**src/breakpoint_linear_interpolator_top_macros.svh**
```systemverilog
// Assertion helpers shared by the interpolator RTL.
`ifndef BREAKPOINT_LINEAR_INTERPOLATOR_TOP_MACROS_SVH
`define BREAKPOINT_LINEAR_INTERPOLATOR_TOP_MACROS_SVH

// Same-cycle implication, sampled on clk_i, off while in reset.
`define BLI_ASSERT_IMPL(lbl, ante, cons, msg) \
  lbl: assert property (@(posedge clk_i) disable iff (!rst_ni) (ante) |-> (cons)) \
    else $error(msg);

// Next-cycle implication, sampled on clk_i, off while in reset.
`define BLI_ASSERT_NEXT(lbl, ante, cons, msg) \
  lbl: assert property (@(posedge clk_i) disable iff (!rst_ni) (ante) |=> (cons)) \
    else $error(msg);

`endif

```
**src/bli_pkg.sv**
```systemverilog
package bli_pkg;

  localparam int unsigned MaxPoints = 256;

  typedef enum logic [1:0] {
    CMD_CLEAR      = 2'd0,
    CMD_APPEND     = 2'd1,
    CMD_QUERY      = 2'd2,
    CMD_QUERY_HINT = 2'd3
  } cmd_e;

  typedef enum logic [1:0] {
    ST_OK    = 2'd0,
    ST_RANGE = 2'd1,
    ST_FULL  = 2'd2
  } status_e;

  typedef struct packed {
    cmd_e               command;
    logic        [31:0] point_or_query_time;
    logic signed [31:0] point_value;
  } in_t;

  typedef struct packed {
    logic signed [31:0] interpolated_value;
    status_e            status;
  } out_t;

  // One breakpoint held by a cell.
  typedef struct packed {
    logic        [31:0] tm;
    logic signed [31:0] val;
  } pt_t;

  // Segment endpoints handed to the interpolation unit.
  typedef struct packed {
    logic        [31:0] t0;
    logic signed [31:0] v0;
    logic        [31:0] t1;
    logic signed [31:0] v1;
  } seg_t;

endpackage

```
**src/bli_lerp.sv**
```systemverilog
// Serial interpolation: shift-add multiply of |v1-v0| by (t-t0), then
// restoring division by (t1-t0), one bit per cycle each.
module bli_lerp (
  input  logic               clk_i,
  input  logic               rst_ni,
  input  logic               start_i,
  input  bli_pkg::seg_t      seg_i,
  input  logic        [31:0] t_i,
  output logic               done_o,
  output logic signed [31:0] value_o
);

  typedef enum logic [3:0] {
    L_IDLE = 4'b0001,
    L_MUL  = 4'b0010,
    L_DIV  = 4'b0100,
    L_FIN  = 4'b1000
  } lstate_e;

  lstate_e            state_q;
  logic        [5:0]  cnt_q;
  logic        [31:0] span_q;
  logic        [31:0] into_q;
  logic        [32:0] mag_q;
  logic               neg_q;
  logic signed [31:0] v0_q;
  logic        [64:0] acc_q;
  logic        [31:0] rem_q;

  logic signed [32:0] diff;
  logic        [32:0] trial;
  logic               qbit;
  logic signed [33:0] sum;

  assign diff  = 33'(seg_i.v1) - 33'(seg_i.v0);
  assign trial = {rem_q, acc_q[32]};
  assign qbit  = (trial >= {1'b0, span_q});
  assign sum   = neg_q ? (34'(v0_q) - 34'(signed'({1'b0, acc_q[32:0]})))
                       : (34'(v0_q) + 34'(signed'({1'b0, acc_q[32:0]})));

  // Control sequencing
  always_ff @(posedge clk_i or negedge rst_ni) begin
    if (!rst_ni) begin
      state_q <= L_IDLE;
      cnt_q   <= '0;
    end else begin
      unique case (state_q)
        L_IDLE: begin
          if (start_i) begin
            cnt_q   <= '0;
            state_q <= (seg_i.t1 == seg_i.t0) ? L_FIN : L_MUL;
          end
        end
        L_MUL: begin
          if (cnt_q == 6'd31) begin
            cnt_q   <= '0;
            state_q <= L_DIV;
          end else begin
            cnt_q <= cnt_q + 6'd1;
          end
        end
        L_DIV: begin
          // Load the remainder first, then one step per dividend bit below the top 32
          cnt_q <= cnt_q + 6'd1;
          if (cnt_q == 6'd33) begin
            state_q <= L_FIN;
          end
        end
        L_FIN: state_q <= L_IDLE;
        default: state_q <= L_IDLE;
      endcase
    end
  end

  // Datapath
  always_ff @(posedge clk_i) begin
    unique case (state_q)
      L_IDLE: begin
        if (start_i) begin
          span_q <= seg_i.t1 - seg_i.t0;
          into_q <= t_i - seg_i.t0;
          neg_q  <= diff[32];
          mag_q  <= diff[32] ? 33'(-diff) : 33'(diff);
          v0_q   <= seg_i.v0;
          acc_q  <= '0;
        end
      end
      L_MUL: begin
        // Take one multiplier bit, MSB first
        acc_q  <= {acc_q[63:0], 1'b0} + (into_q[31] ? 65'(mag_q) : 65'd0);
        into_q <= {into_q[30:0], 1'b0};
      end
      L_DIV: begin
        // Quotient is below 2^33, so the top 32 bits start below the divisor
        if (cnt_q == 6'd0) begin
          rem_q <= acc_q[64:33];
          acc_q <= {32'd0, acc_q[32:0]};
        end else begin
          rem_q <= qbit ? 32'(trial - {1'b0, span_q}) : trial[31:0];
          acc_q <= {32'd0, acc_q[31:0], qbit};
        end
      end
      L_FIN: ;
      default: ;
    endcase
  end

  assign done_o  = (state_q == L_FIN);
  assign value_o = sum[31:0];

endmodule

```
**config.mk**
```make
export PLATFORM = sky130hd
export DESIGN_NAME = bli_lerp
export DESIGN_NICKNAME = d
export VERILOG_FILES = /design/src/breakpoint_linear_interpolator_top_macros.svh /design/src/bli_pkg.sv /design/src/bli_lerp.sv
export SDC_FILE = /design/constraint.sdc
export NUM_CORES = 1
export LEC_CHECK = 0
export BUFFER_PORTS_ARGS = -buffer_cell sky130_fd_sc_hd__buf_2
export CORE_MARGIN = 2
export CORE_UTILIZATION = 55
export DETAILED_ROUTE_END_ITERATION = 10
export GPL_ROUTABILITY_DRIVEN = 0
export PLACE_DENSITY = 0.73
export SYNTH_ARGS = -nofsm -noshare
export SYNTH_HDL_FRONTEND = slang
export SYNTH_SLANG_ARGS = --single-unit
```
**constraint.sdc**
```tcl
create_clock -name clk_i -period 4.7 [get_ports clk_i]
set_input_delay 0.235 -clock clk_i [delete_from_list [all_inputs] [get_ports clk_i]]
set_output_delay 0.235 -clock clk_i [all_outputs]
set_load 0.005 [all_outputs]
```
==> impl_results.md <==
* Post-route antenna net violation count at 0
* Clock Power Share at 16.3%
* Layout cells sized above 1 at 14.41%
* F_max at 0.2025 GHz
* Post-Synth Adder-Cell Area at 12.34%
* CTS sink count at 237
* GR met2 Demand/Resource at 48.84%
* Final Hold Violating Endpoints at 0
* Vias in the first global route at 17,870
* Die area at 39,110 um^2
* Simple-gate area share of the yosys netlist at 17.28%
* Logic pwr share at 57.2%
* Multiplexer share of the synthesized area at 0.7756%
* Core ar. at 36,790 um^2
* Leak Pwr at 10.40 nW
* Net Sw Frac at 43.03%
* Family with the most delay on the worst path: compound AO/OA/AOI/OAI gates
* Final Instance Area at 24,030 um^2
* CTS H-tree lvls at 1
* Clock skew at 0.01633 ns
* Unique masters post-synth at 90
* Worst setup SP type: flip-flop
* RSZ-0062 raised after global routing: true
* Post-DP Area at 22,230 um^2
* # IOs at 196
* Max-cap violations at 0
* Failing checks: negative setup slack
* Post-synth ARST share at 4.219%
* Cell area after synthesis at 20,650 um^2
* Total iterations of the first detailed-routing run at 7
* DR vias/cell at 5.923
* Cell Rows at 70
* Syn_nets at 2,698
* Syn_area_per_cell at 8.843 um^2
* Power density over the cells at 647.0 nW/um^2
* Total detailed-routing wirelength at 53,720 um
* Diode count at 0
* Final setup fails at 3
* CTS root buf: clkbuf_16
* WL/cell at 17.45 um
* Required @ worst endpoint at 4.47 ns
* Crit-path cells: nor2_2 > nand2_1 > or3_4 > nor3_4 > nand2_2 > nor2_2 > nor2_1 > xnor2_1 > ha_1 > a21o_1 > a21o_1 > a21oi_2 > nor2b_2 > a31oi_2 > a31oi_2 > a221o_1 > a21oi_2 > o21ai_2 > a2111oi_2 > nor2_1 > buf_2
* TritonCTS clock tree: built
* Worst Tran Pin Value at 1.226 ns
* Peak supply drop at 0.3184 mV
* First-pass GRT wire length at 86,080 um
* Min Tclk post-route at 4.938 ns
* Post-synth EDFFs at 227
* Met1 GRT Util at 33.33%
* Initial antenna violation count at 0
* Status: complete, but fails checks
* Most frequent cells in the layout: edfxtp_1, a21oi_1, nor2_1
* Starting Density at 56.13%
* Cells after Synth at 2,335
* Buffers & Inverters on Critical Path at 1
* Post-layout worst setup margin at -0.2377 ns
* Total CTS buffers at 28
* GRT Util Overall at 26.97%
* Synth Area in XOR/XNOR at 10.31%
* Register area share after synthesis at 34.23%
* Flop pwr share at 26.5%
* Total grt overflow at 0
* Syn. warnings at 0
* CP arrival at 4.70 ns
* Worst-path clk slew at 0.06 ns
* Largest net degree at the start of global routing at 70
* Total power at 15.55 mW
* Slowest cell on crit path: edfxtp_1
* Critical Path Fanout Max at 2
* Chip width at 197.8 um
* Pint at 8.856 mW
* Ys flop type: edfxtp_1
* Drt first-iter violations at 1,153
* Yosys reg bits at 237
* Largest family of logic cells by synthesized area: compound AO/OA/AOI/OAI gates
* Fin nets at 2,951
* Compound-Gate Fraction of Synth Area at 20.80%
* Clk_lat worst skew at 0.55 ns
* Fin crit share at 105.1%
* Max-slew violations at 0
* Drt drc at 0
* Via count at 18,230
* IO buf count at 195
* Switching pwr at 6.689 mW
* Area growth syn-to-layout at 16.36%
* Global routing's busiest layer: met2
* Rel. slew slack at 18.11%
* Crit path largest cell delay at 0.41 ns
* Critical Path Sink Type: output port
* CTS Buffer Depth at 3
* Crit Path Class: reg2out
* Hold Path Class: in2reg
* Met3 usage at 2.334%
* Die Ht at 197.8 um
* Dpl hpwl at 40,600 um
* Commonest non-fill, non-tap cell in the layout: edfxtp_1
==> registers in the layout, indices dropped and copies added (netlist names) <==
signal	cells
mag_q	33
rem_q	32
v0_q	32
acc_q	65
neg_q	1
cnt_q	6
span_q	32
state_q	4
into_q	32
==> metal layers <==
layer / vias up / part of all wire [%]
met4: 0 / 3.5
met3: 128 / 4.4
met1: 8605 / 42
met5: - / 0
li1: 8972 / -
met2: 527 / 50
==> layout make-up <==
class | count | area, um^2
Fill cell | 2942 | 12760
Sequential cell | 237 | 7068
Clock buffer | 38 | 874.6
Tap cell | 468 | 585.6
Clock inverter | 14 | 224.0
Timing Repair Buffer | 283 | 1727
Inverter | 169 | 636.9
Multi-Input combinational cell | 1869 | 12910
==> synthesized netlist by cell type (all sizes together), types with 7 or more instances <==
cell type    n  area share, %
a21oi      235            5.7
edfxtp     227             33
nor2       221            4.0
ha         194             12
nand2      171            3.1
inv        169            3.1
o21ai      169            4.2
xnor2      146            6.2
xor2        97            4.1
a21o        86            3.1
nand3       60            1.5
clkbuf      47           0.85
nor3        46            1.1
and2        42            1.3
nand2b      33            1.0
a31oi       29           0.88
and3        28           0.85
nor2b       26           0.82
o21a        25           0.91
nand4       23           0.70
or3         21           0.66
o21bai      20           0.73
o31ai       17           0.64
a211oi      16           0.61
mux2i       16           0.78
and4        13           0.55
buf         13           0.34
a21boi      10           0.36
nor4        10           0.30
dfrtp        9            1.1
nor3b        8           0.29
o31a         8           0.38
or2          8           0.24
o211ai       7           0.25
==> path summary, 6_finish.rpt <==
kind,cells past startpoint,startpoint,slack [ns],to
min reg2reg,2,into_q[5]$_DFFE_PP_,0.52,into_q[6]$_DFFE_PP_
min in group asynchronous,2,rst_ni,0.08,state_q[3]$_DFFE_PN0P_
max reg2reg,13,into_q[31]$_DFFE_PP_,0.42,acc_q[32]$_DFFE_PP_
max in group asynchronous,2,rst_ni,4.37,state_q[0]$_DFFE_PN1P_
min,3,start_i,0.05,state_q[0]$_DFFE_PN1P_
max,21,acc_q[4]$_DFFE_PP_,-0.24,value_o[29]
==> kinds of logic (layout without fill, tap and decap cells) <==
| kind of cell | Yosys count | count (layout) |
|---|---|---|
| muxes | 16 | 16 |
| AOI/OAI and AO/OA | 682 | 682 |
| and+or+nand+nor | 728 | 728 |
| DFF | 237 | 237 |
| adders and majority gates | 200 | 200 |
| buffers and inverters | 229 | 504 |
| xor gates and xnor gates | 243 | 243 |
==> per-stage QoR <==
step | TNS [ns] | utilization [%] | instances | hold slack (ns) | setup WS [ns]
detailed placement | -0.05077 | 60.42 | 2968 | 0.1151 | -0.05077
finish | -0.4629 | 65.32 | 3078 | 0.05188 | -0.2377
floorplan | 0 | - | 2335 | -0.06059 | 0.4054
global placement | 0 | 60.42 | 2968 | 0.1091 | 0.07572
global route | -1.725 | 65.32 | 3078 | 0.07813 | -0.4355
CTS | -0.1797 | 65.00 | 3069 | 0.04157 | -0.09466
==> power by group through the flow <==
stage                     Sequential, mW  Clock, mW  Combinational [mW]
final                               4.11       2.54                8.89
after global placement              4.10          0                8.02
after global routing                4.21       2.65                9.76
after CTS                           4.10       2.56                8.61
after floorplan                     3.95          0                5.89
after detailed placement            4.13          0                8.21
==> what timing repair did <==
| action | 4_1_cts | 5_1_grt |
|---|---|---|
| hold endpoints to repair | 42 | 0 |
| endpoints found under the setup margin | 7 | 9 |
| setup buffers | 16 | 9 |
| resized for setup | 36 | 15 |
| pin swaps | 27 | 23 |
| hold buffers | 33 | 0 |
==> worst reg2reg max path, delay by kind of cell, from the launching register on <==
family | cells | cell delay [ns]
AOI/OAI and AO/OA | 6 | 1.90
DFF | 1 | 0.66
buffers and inverters | 2 | 0.46
and+or+nand+nor | 3 | 0.44
adders and majority gates | 1 | 0.39
xor gates and xnor gates | 1 | 0.14
No activity file was read; power rests on OpenSTA's default activity.
