**src/breakpoint_linear_interpolator_top_macros.svh**
```systemverilog
// Assertion helpers shared by the interpolator RTL.
`ifndef BREAKPOINT_LINEAR_INTERPOLATOR_TOP_MACROS_SVH
`define BREAKPOINT_LINEAR_INTERPOLATOR_TOP_MACROS_SVH

// Same-cycle implication, sampled on clk_i, off while in reset.
`define BLI_ASSERT_IMPL(lbl, ante, cons, msg) \
  lbl: assert property (@(posedge clk_i) disable iff (!rst_ni) (ante) |-> (cons)) \
    else $error(msg);

// Next-cycle implication, sampled on clk_i, off while in reset.
`define BLI_ASSERT_NEXT(lbl, ante, cons, msg) \
  lbl: assert property (@(posedge clk_i) disable iff (!rst_ni) (ante) |=> (cons)) \
    else $error(msg);

`endif

```
**src/bli_pkg.sv**
```systemverilog
package bli_pkg;

  localparam int unsigned MaxPoints = 256;

  typedef enum logic [1:0] {
    CMD_CLEAR      = 2'd0,
    CMD_APPEND     = 2'd1,
    CMD_QUERY      = 2'd2,
    CMD_QUERY_HINT = 2'd3
  } cmd_e;

  typedef enum logic [1:0] {
    ST_OK    = 2'd0,
    ST_RANGE = 2'd1,
    ST_FULL  = 2'd2
  } status_e;

  typedef struct packed {
    cmd_e               command;
    logic        [31:0] point_or_query_time;
    logic signed [31:0] point_value;
  } in_t;

  typedef struct packed {
    logic signed [31:0] interpolated_value;
    status_e            status;
  } out_t;

  // One breakpoint held by a cell.
  typedef struct packed {
    logic        [31:0] tm;
    logic signed [31:0] val;
  } pt_t;

  // Segment endpoints handed to the interpolation unit.
  typedef struct packed {
    logic        [31:0] t0;
    logic signed [31:0] v0;
    logic        [31:0] t1;
    logic signed [31:0] v1;
  } seg_t;

endpackage

```
**src/bli_cell.sv**
```systemverilog
// One breakpoint slot of the ring; loads a new point or takes its neighbor's.
module bli_cell (
  input  logic           clk_i,
  input  logic           wr_en_i,
  input  bli_pkg::pt_t   wr_pt_i,
  input  logic           shift_en_i,
  input  bli_pkg::pt_t   nbr_pt_i,
  output bli_pkg::pt_t   pt_o
);

  bli_pkg::pt_t pt_q;

  // Load on append, otherwise advance the ring
  always_ff @(posedge clk_i) begin
    if (wr_en_i) begin
      pt_q <= wr_pt_i;
    end else if (shift_en_i) begin
      pt_q <= nbr_pt_i;
    end
  end

  assign pt_o = pt_q;

endmodule

```
**config.mk**
```make
export PLATFORM = sky130hd
export DESIGN_NAME = bli_cell
export DESIGN_NICKNAME = d
export VERILOG_FILES = /design/src/breakpoint_linear_interpolator_top_macros.svh /design/src/bli_pkg.sv /design/src/bli_cell.sv
export SDC_FILE = /design/constraint.sdc
export NUM_CORES = 1
export LEC_CHECK = 0
export ABC_AREA = 0
export BUFFER_PORTS_ARGS = -buffer_cell sky130_fd_sc_hd__buf_4
export CAP_MARGIN = 30
export CORE_UTILIZATION = 38
export CTS_CLUSTER_SIZE = 28
export DETAILED_ROUTE_END_ITERATION = 6
export PLACE_DENSITY = 0.83
export SYNTH_ARGS = -nofsm -noshare
export SYNTH_HDL_FRONTEND = slang
export SYNTH_SLANG_ARGS = --single-unit
export TNS_END_PERCENT = 5
```
**constraint.sdc**
```tcl
create_clock -name clk_i -period 2.46 [get_ports clk_i]
set_input_delay 0.492 -clock clk_i [delete_from_list [all_inputs] [get_ports clk_i]]
set_output_delay 0.492 -clock clk_i [all_outputs]
set_load 0.01 [all_outputs]
```
==> results.cfg, run 1 <==
[power_and_ir_drop]
power_mw = 2.68
power.ir.vdd_worst_mv = 0.258
p_leak_nw = 2.15
p_per_area_nw_per_um2 = 583

[route]
vias_per_cell = 4.48
detailed_route_via_count = 1973
total_wire_length_um = 6320
first_iter_violations = 47
post-route-drc-count = 0
drt_pre_antenna_iters = 4
wl_per_cell_um = 14.4
ant_nets = 0

[logic_synthesis]
synth_ff_type = sky130_fd_sc_hd__edfxtp_1
cell_types_with_the_highest_counts_after_synthesis = sky130_fd_sc_hd__edfxtp_1, sky130_fd_sc_hd__mux2_4, sky130_fd_sc_hd__mux2_2
netlist-cell-type-count = 6
yosys-top-cells-area = sky130_fd_sc_hd__edfxtp_1, sky130_fd_sc_hd__mux2_4, sky130_fd_sc_hd__mux2_2, sky130_fd_sc_hd__buf_6, sky130_fd_sc_hd__or2_1
postSynthRegisterBits = 64
avgSynthCellArea_um2 = 21.4
fraction_of_post_synthesis_cell_area_in_the_top_cell_type_by_area = 0.661
post-synth-top-count-cell = sky130_fd_sc_hd__edfxtp_1
synth_fp_nets = 267
synth-edff-count = 64
synth.yosys.warnings = 0
syn_inst = 136
synth_sequential_area_ratio = 0.661
syn_area_um2 = 2910
synthDominantAreaCellType = sky130_fd_sc_hd__edfxtp_1
synth_async_sr_flop_share = 0

[cts]
cts_tree = yes
post-cts-setup-buffer-count = 0
cts.sinks = 64
clock_pin_slew_worst_setup_and_hold_paths_ns = 0.07
cts.hold.buffers_added = 0
clock_tree.buffer_depth = 2
htree_levels = 3
cts_buffers = 9
clockRootBuffer = sky130_fd_sc_hd__clkbuf_8
post_cts_resized = 0

[final_layout]
final_cells = 440
n_diodes = 0
ff_latch_area_um2 = 1920
postLayoutCellArea_um2 = 4600
largest_register_ffs = 64
final_layout_size_suffix_gt1_frac = 0.804
fin_nets = 467
area_of_combinational_cells_with_multiple_inputs_um2 = 911
n_fill_cell = 559
syn_to_final_growth_pct = 58.2
postLayoutCoreUtil = 0.627

[min_path]
whs_path_cells = 2
worstHoldEndpoint = pt_o[18]
hold_start = wr_pt_i[18]
worstHoldPathType = in2reg

[grt]
vias_in_the_first_global_route = 1942
largest_net_degree_at_the_start_of_global_routing = 65
number_of_antenna_violations_at_the_first_check_in_global_routing = 0
globalRouteOverflowTotal = 0
grt_pass1_wl_um = 8710
gr-usage-all-layers = 0.150

[place]
place_worst_setup_slack_ns = 0.732
placed_cells = 424
postPlaceCellArea_um2 = 4440
gp_routability_congestion = 0.692
numPortBuffers = 194

[sta]
fmax_mhz = 718
period_needed_ns = 1.39
timing.max_slew.rel_slack = 0.469
worstMarginPinSlew_ns = 0.796
maxSlewViolCount = 0
tns_ns = 0
fin_hold_ws_ns = 0.462
final-setup-viol-count = 0
setup_repair_after_global_routing_missed_its_margin = false
finalCritPeriodShare = 0.566
hold_viol = 0
post-route-worst-setup-slack_ns = 1.07

[die]
initial_core_util = 0.396
die_y_um = 89.4
placement_rows = 31
die_w_um = 89.4
io_pins = 195
die-area_um2 = 8000
fp.coreArea_um2 = 7330

[critical_path]
timing.critical_path.arrival_ns = 1.34
worst_setup_path_end_kind = register
crit_fanout = 64
kind_of_launch_point_of_the_worst_setup_path = primary input
cp.required_ns = 2.41
timing_worst_setup_path_type = in2reg

[flow_run]
number_of_maximum_capacitance_constraint_violations = 0

[outcome]
run_status = complete, no violations
cell type report:
type / count / area share
clock buffer: 11 / 0.0286
clock inverter: 5 / 0.00517
multi-input combinational: 65 / 0.198
sequential: 64 / 0.418
tap: 99 / 0.0270
timing repair buffer: 196 / 0.323
cell usage in the layout, fill, tap and decap left out, drive strengths merged:
cell type	instances
buf	196
clkbuf	11
clkinv	5
edfxtp	64
mux2	64
or2	1
logic make-up after synthesis:
group,count (synthesis),share of synthesized area
buffers and inverters,7,0.0250
DFF,64,0.661
muxes,64,0.311
and+or+nand+nor,1,0.00215
power breakdown:
part | internal, mW | switching (mW) | leakage, nW
logic | 0.380 | 0.205 | 1.41
clock network | 0.355 | 0.364 | 0.0843
registers | 1.34 | 0.0338 | 0.652
worst max-delay path by stage:
stage	startpoint	endpoint	slack, ns	depth (start not counted)
2_1_floorplan	wr_en_i	pt_o[0]	0.43	3
3_3_place_gp	wr_en_i	pt_o[42]	0.76	3
3_5_place_dp	wr_en_i	pt_o[32]	0.73	3
4_1_cts	pt_o[61]	pt_o[61]	1.07	1
5_1_grt	wr_en_i	pt_o[41]	1.02	3
6_report	wr_en_i	pt_o[14]	1.07	3
routing by layer:
layer | vias up | track usage | wire, um
li1 | 935 | - | -
met1 | 907 | 0.144 | 2050
met2 | 117 | 0.286 | 3560
met3 | 14 | 0.0425 | 558
met4 | 0 | 0.0880 | 152
met5 | - | 0 | 0
critical path, stage by stage:
cell,delay [ns]
sky130_fd_sc_hd__buf_4,0.10
sky130_fd_sc_hd__or2_2,0.10
sky130_fd_sc_hd__buf_4,0.61
Power figures use the tool's default switching activity.
==> inputs of run 2 (changes only) <==
--- a/config.mk
+++ b/config.mk
@@ -5,13 +5,13 @@
 export SDC_FILE = /design/constraint.sdc
 export NUM_CORES = 1
 export LEC_CHECK = 0
-export ABC_AREA = 0
+export ABC_AREA = 1
 export BUFFER_PORTS_ARGS = -buffer_cell sky130_fd_sc_hd__buf_4
 export CAP_MARGIN = 30
-export CORE_UTILIZATION = 38
+export CORE_UTILIZATION = 40
 export CTS_CLUSTER_SIZE = 28
 export DETAILED_ROUTE_END_ITERATION = 6
-export PLACE_DENSITY = 0.83
+export PLACE_DENSITY = 0.85
 export SYNTH_ARGS = -nofsm -noshare
 export SYNTH_HDL_FRONTEND = slang
 export SYNTH_SLANG_ARGS = --single-unit
==> constraint.sdc (replaced) <==
create_clock -name clk_i -period 1.4 [get_ports clk_i]
set_input_delay 0.28 -clock clk_i [delete_from_list [all_inputs] [get_ports clk_i]]
set_output_delay 0.28 -clock clk_i [all_outputs]
set_load 0.01 [all_outputs]
==> run 2 against run 1 <==
  * Die area fell by 9.7%
  * Combinational power rose by 64%
  * First-iteration DRC count rose by 100%
  * Final cell count rose by 24%
  * Hold slack got worse by 0.24 ns
  * Clock power rose by 71%
  * Critical endpoint is now pt_o[61]
==> results.cfg, run 2 <==
[outcome]
run_status = complete, no violations

[logic_synthesis]
syn_inst = 271
syn_area_um2 = 2760
synth_ff_type = sky130_fd_sc_hd__edfxtp_1
post-synth-top-count-cell = sky130_fd_sc_hd__nand2_1
yosys-top-cells-area = sky130_fd_sc_hd__edfxtp_1, sky130_fd_sc_hd__nand2_1, sky130_fd_sc_hd__buf_6, sky130_fd_sc_hd__buf_2, sky130_fd_sc_hd__or2_2
synth-edff-count = 64
synth_sequential_area_ratio = 0.698
synth_fp_nets = 402
synth_async_sr_flop_share = 0
cell_types_with_the_highest_counts_after_synthesis = sky130_fd_sc_hd__nand2_1, sky130_fd_sc_hd__edfxtp_1, sky130_fd_sc_hd__buf_2
synthDominantAreaCellType = sky130_fd_sc_hd__edfxtp_1
fraction_of_post_synthesis_cell_area_in_the_top_cell_type_by_area = 0.698
postSynthRegisterBits = 64
avgSynthCellArea_um2 = 10.2
synth.yosys.warnings = 0
netlist-cell-type-count = 6

[cts]
clock_pin_slew_worst_setup_and_hold_paths_ns = 0.07
cts_tree = yes
post_cts_resized = 0
cts_buffers = 9
cts.sinks = 64
clock_tree.buffer_depth = 2
htree_levels = 3
clockRootBuffer = sky130_fd_sc_hd__clkbuf_8
cts.hold.buffers_added = 0
post-cts-setup-buffer-count = 0

[place]
gp_routability_congestion = 0.757
dp.final_hpwl_um = 5410
postPlaceCellArea_um2 = 4240
numPortBuffers = 194

[sta]
fin_hold_ws_ns = 0.217
finalCritPeriodShare = 0.839
setup_repair_after_global_routing_missed_its_margin = false
fmax_mhz = 851
hold_viol = 0
final-setup-viol-count = 0
worstMarginPinSlew_ns = 0.892
timing.max_slew.rel_slack = 0.405
maxSlewViolCount = 0
period_needed_ns = 1.18

[final_layout]
layout.cells.most_common = sky130_fd_sc_hd__buf_4
layout.cells.most_common_list = sky130_fd_sc_hd__buf_4, sky130_fd_sc_hd__nand2_1, sky130_fd_sc_hd__edfxtp_1
final_layout_size_suffix_gt1_frac = 0.445
n_diodes = 0
largest_register_ffs = 64
syn_to_final_growth_pct = 59.0
postLayoutCellArea_um2 = 4380
fin_nets = 598

[power_and_ir_drop]
power.ir.vdd_worst_mv = 0.600
p_per_area_nw_per_um2 = 1050
p_leak_nw = 2.26
power_mw = 4.61

[route]
first_iter_violations = 96
post-route-drc-count = 0
drt_pre_antenna_iters = 4
total_wire_length_um = 7450
ant_nets = 0
wl_per_cell_um = 13.6
vias_per_cell = 4.57
detailed_route_via_count = 2502

[critical_path]
crit_fanout = 1
delay_of_the_slowest_critical_path_stage_ns = 0.41
cpLargestDelayFamily = flip-flops
timing_worst_setup_path_type = reg2out
timing.critical_path.arrival_ns = 0.90
cp_slowest_cell = sky130_fd_sc_hd__edfxtp_1
cp.required_ns = 1.12
worst-path-buf-inv = 1
worst_setup_path_end_kind = output pin
timing.critical_path.cells = buf_4
kind_of_launch_point_of_the_worst_setup_path = register

[grt]
gr-usage-all-layers = 0.211
number_of_antenna_violations_at_the_first_check_in_global_routing = 0
largest_net_degree_at_the_start_of_global_routing = 65
grt_pass1_wl_um = 11600
vias_in_the_first_global_route = 2506
globalRouteOverflowTotal = 0

[die]
io_pins = 195
initial_core_util = 0.424
die_w_um = 85.0
die_y_um = 85.0
placement_rows = 29
die-area_um2 = 7220
fp.coreArea_um2 = 6490

[min_path]
worstHoldPathType = in2reg

[flow_run]
number_of_maximum_capacitance_constraint_violations = 0
[run 2: layout make-up]
| cell class | count | area, um^2 |
|---|---|---|
| fillers | 525 | 2110 |
| multi-input cells | 193 | 729 |
| clock buffers | 11 | 131 |
| flip-flops and latches | 64 | 1920 |
| repair buffers | 198 | 1490 |
| inverters | 1 | 3.75 |
| clock inverters | 3 | 11.3 |
| well taps | 77 | 96.3 |
[run 2: cell families after synthesis]
group | Yosys count | share of synthesized area
DFF | 64 | 0.698
and+or+nand+nor | 193 | 0.264
buffers and inverters | 14 | 0.0386
[run 2: metal layers]
metal  track usage  part of all wire  vias up
met5             0                 0        -
met4        0.0924             0.018        0
met3        0.0467             0.073       11
met2         0.385              0.53      118
met1         0.235              0.38     1114
li1              -                 -     1259
[run 2: final timing paths]
| path | start | end | slack, ns | cells past startpoint |
|---|---|---|---|---|
| worst max-delay path | pt_o[61] | pt_o[61] | 0.22 | 1 |
| worst min-delay path | nbr_pt_i[49] | pt_o[49] | 0.22 | 3 |
[run 2: per-stage QoR]
stage,TNS (ns),util,std cells,worst slack [ns]
after global routing,0,0.674,547,0.190
final,0,0.674,547,0.225
after floorplan,0,-,271,0.0723
after global placement,-1.37,0.652,533,-0.0240
after detailed placement,-4.42,0.652,533,-0.0703
after CTS,0,0.674,547,0.212
[run 2: report_power, final]
| part | internal [mW] | leakage [nW] | switching, mW |
|---|---|---|---|
| sequential | 2.36 | 0.659 | 0.0611 |
| combinational | 0.538 | 1.52 | 0.424 |
| clock | 0.606 | 0.0718 | 0.626 |
==> inputs of run 3 (changes only) <==
--- a/config.mk
+++ b/config.mk
@@ -8,10 +8,10 @@
 export ABC_AREA = 1
 export BUFFER_PORTS_ARGS = -buffer_cell sky130_fd_sc_hd__buf_4
 export CAP_MARGIN = 30
-export CORE_UTILIZATION = 40
+export CORE_UTILIZATION = 37
 export CTS_CLUSTER_SIZE = 28
 export DETAILED_ROUTE_END_ITERATION = 6
-export PLACE_DENSITY = 0.85
+export PLACE_DENSITY = 0.82
 export SYNTH_ARGS = -nofsm -noshare
 export SYNTH_HDL_FRONTEND = slang
 export SYNTH_SLANG_ARGS = --single-unit
==> constraint.sdc (replaced) <==
create_clock -name clk_i -period 1.02 [get_ports clk_i]
set_input_delay 0.204 -clock clk_i [delete_from_list [all_inputs] [get_ports clk_i]]
set_output_delay 0.204 -clock clk_i [all_outputs]
set_load 0.01 [all_outputs]
==> run 3 against run 2 <==
  * Routed wire length increased by 0.78%
  * Total power increased by 49%
  * Critical path depth unchanged
  * Combinational power increased by 57%
  * Critical path type unchanged
  * Global-route usage decreased by 2.5 points
  * The flow now finishes with violations (negative setup slack)
  * Non-clock buffer count increased by 2
  * Worst setup slack got worse by 0.30 ns
  * Clock-buffer cell count decreased by 1
  * Via count increased by 0.36%
  * Sequential power increased by 39%
  * Largest cell class unchanged
  * Sequential share of layout area decreased by 3.3 points
  * Final cell count increased by 4.8%
==> results.cfg, run 3 (synthesis results as in run 2) <==
[critical_path]
delay_of_the_slowest_critical_path_stage_ns = 0.43
kind_of_launch_point_of_the_worst_setup_path = register
cp_slowest_cell = sky130_fd_sc_hd__edfxtp_1
timing_worst_setup_path_type = reg2out
timing.critical_path.cells = buf_6
cp.required_ns = 0.82
cpLargestDelayFamily = flip-flops
worst-path-buf-inv = 1
worst_setup_path_end_kind = output pin
timing.critical_path.arrival_ns = 0.89
crit_fanout = 1

[grt]
gr-usage-all-layers = 0.186
grt_pass1_wl_um = 10700
globalRouteOverflowTotal = 0
vias_in_the_first_global_route = 2485
largest_net_degree_at_the_start_of_global_routing = 42
number_of_antenna_violations_at_the_first_check_in_global_routing = 0

[cts]
clock_tree.buffer_depth = 2
cts_buffers = 9
cts_tree = yes
htree_levels = 3
cts.hold.buffers_added = 0
clock_pin_slew_worst_setup_and_hold_paths_ns = 0.07
cts.sinks = 64
clockRootBuffer = sky130_fd_sc_hd__clkbuf_8

[min_path]
whs_path_cells = 3
worstHoldEndpoint = pt_o[21]
worstHoldPathType = in2reg
hold_start = nbr_pt_i[21]

[final_layout]
postLayoutCoreUtil = 0.656
layout.cells.most_common = sky130_fd_sc_hd__nand2_1
n_fill_cell = 583
layout.cells.most_common_list = sky130_fd_sc_hd__nand2_1, sky130_fd_sc_hd__buf_4, sky130_fd_sc_hd__edfxtp_1
final_layout_size_suffix_gt1_frac = 0.449
fin_nets = 600
syn_to_final_growth_pct = 71.8
postLayoutCellArea_um2 = 4730
largest_register_ffs = 64
n_diodes = 0

[die]
die_w_um = 88.3
die_y_um = 88.3
placement_rows = 31
io_pins = 195
fp.coreArea_um2 = 7210
die-area_um2 = 7800
initial_core_util = 0.382

[sta]
hold_viol = 0
maxSlewViolCount = 0
finalCritPeriodShare = 1.07
period_needed_ns = 1.09
post-route-worst-setup-slack_ns = -0.0732
worstMarginPinSlew_ns = 0.413
setup_repair_after_global_routing_missed_its_margin = true
final-setup-viol-count = 64
fmax_mhz = 915
timing.max_slew.rel_slack = 0.725

[outcome]
run_status = complete, but fails checks
failed_checks = negative setup slack

[place]
postPlaceCellArea_um2 = 4330
gp_routability_congestion = 0.729
numPortBuffers = 194
dp.final_hpwl_um = 5590

[route]
total_wire_length_um = 7510
wl_per_cell_um = 13.1
drt_pre_antenna_iters = 4
ant_nets = 0
vias_per_cell = 4.38
detailed_route_via_count = 2511
post-route-drc-count = 0
first_iter_violations = 74

[power_and_ir_drop]
p_leak_nw = 2.38
power.ir.vdd_worst_mv = 1.01
p_per_area_nw_per_um2 = 1450

[flow_run]
number_of_maximum_capacitance_constraint_violations = 0
run 3: worst max path at each step:
stage                         from  cells past startpoint        to
final                      pt_o[6]                      1   pt_o[6]
after global placement     wr_en_i                      3  pt_o[22]
after floorplan            wr_en_i                      2   pt_o[0]
after detailed placement   wr_en_i                      3  pt_o[27]
after CTS                  pt_o[6]                      1   pt_o[6]
after global routing      pt_o[55]                      1  pt_o[55]
run 3: per-layer routing:
metal | track usage | wire length, um
met1 | 0.188 | 2680
met4 | 0.0953 | 210
met5 | 0 | 0
met3 | 0.0550 | 598
met2 | 0.345 | 4020
run 3: where the power goes:
group          internal [mW]  switching (mW)  total (mW)
registers               3.24           0.130        3.37
logic                  0.919           0.588        1.51
clock network           1.09           0.891        1.98
total                   5.25            1.61        6.86
run 3: cell type report:
type                    count  area, um^2  share of cell area
clock buffers              10         128              0.0270
clock inverters             6        50.0              0.0106
inverters                   1        3.75            0.000793
multi-input cells         193         729               0.154
flip-flops and latches     64        1920               0.406
well taps                  99         124              0.0262
repair buffers            200        1780               0.375
run 3: stage by stage:
step                worst slack (ns)  hold WS, ns  cells  setup TNS (ns)  power [mW]
finish                       -0.0732        0.139    573           -1.46        6.86
global route                 -0.0979        0.127    573           -4.02        7.19
CTS                          -0.0939        0.125    573           -2.71        6.85
detailed placement           -0.0267        0.473    557           -1.26        4.74
global placement             -0.0126        0.469    557          -0.338        4.68
floorplan                     -0.204        0.383    271          -13.04        3.82
run 3: timing repair:
action,CTS,global route
setup buffers,0,0
hold endpoints to repair,0,0
endpoints found under the setup margin,64,64
resized for setup,35,25
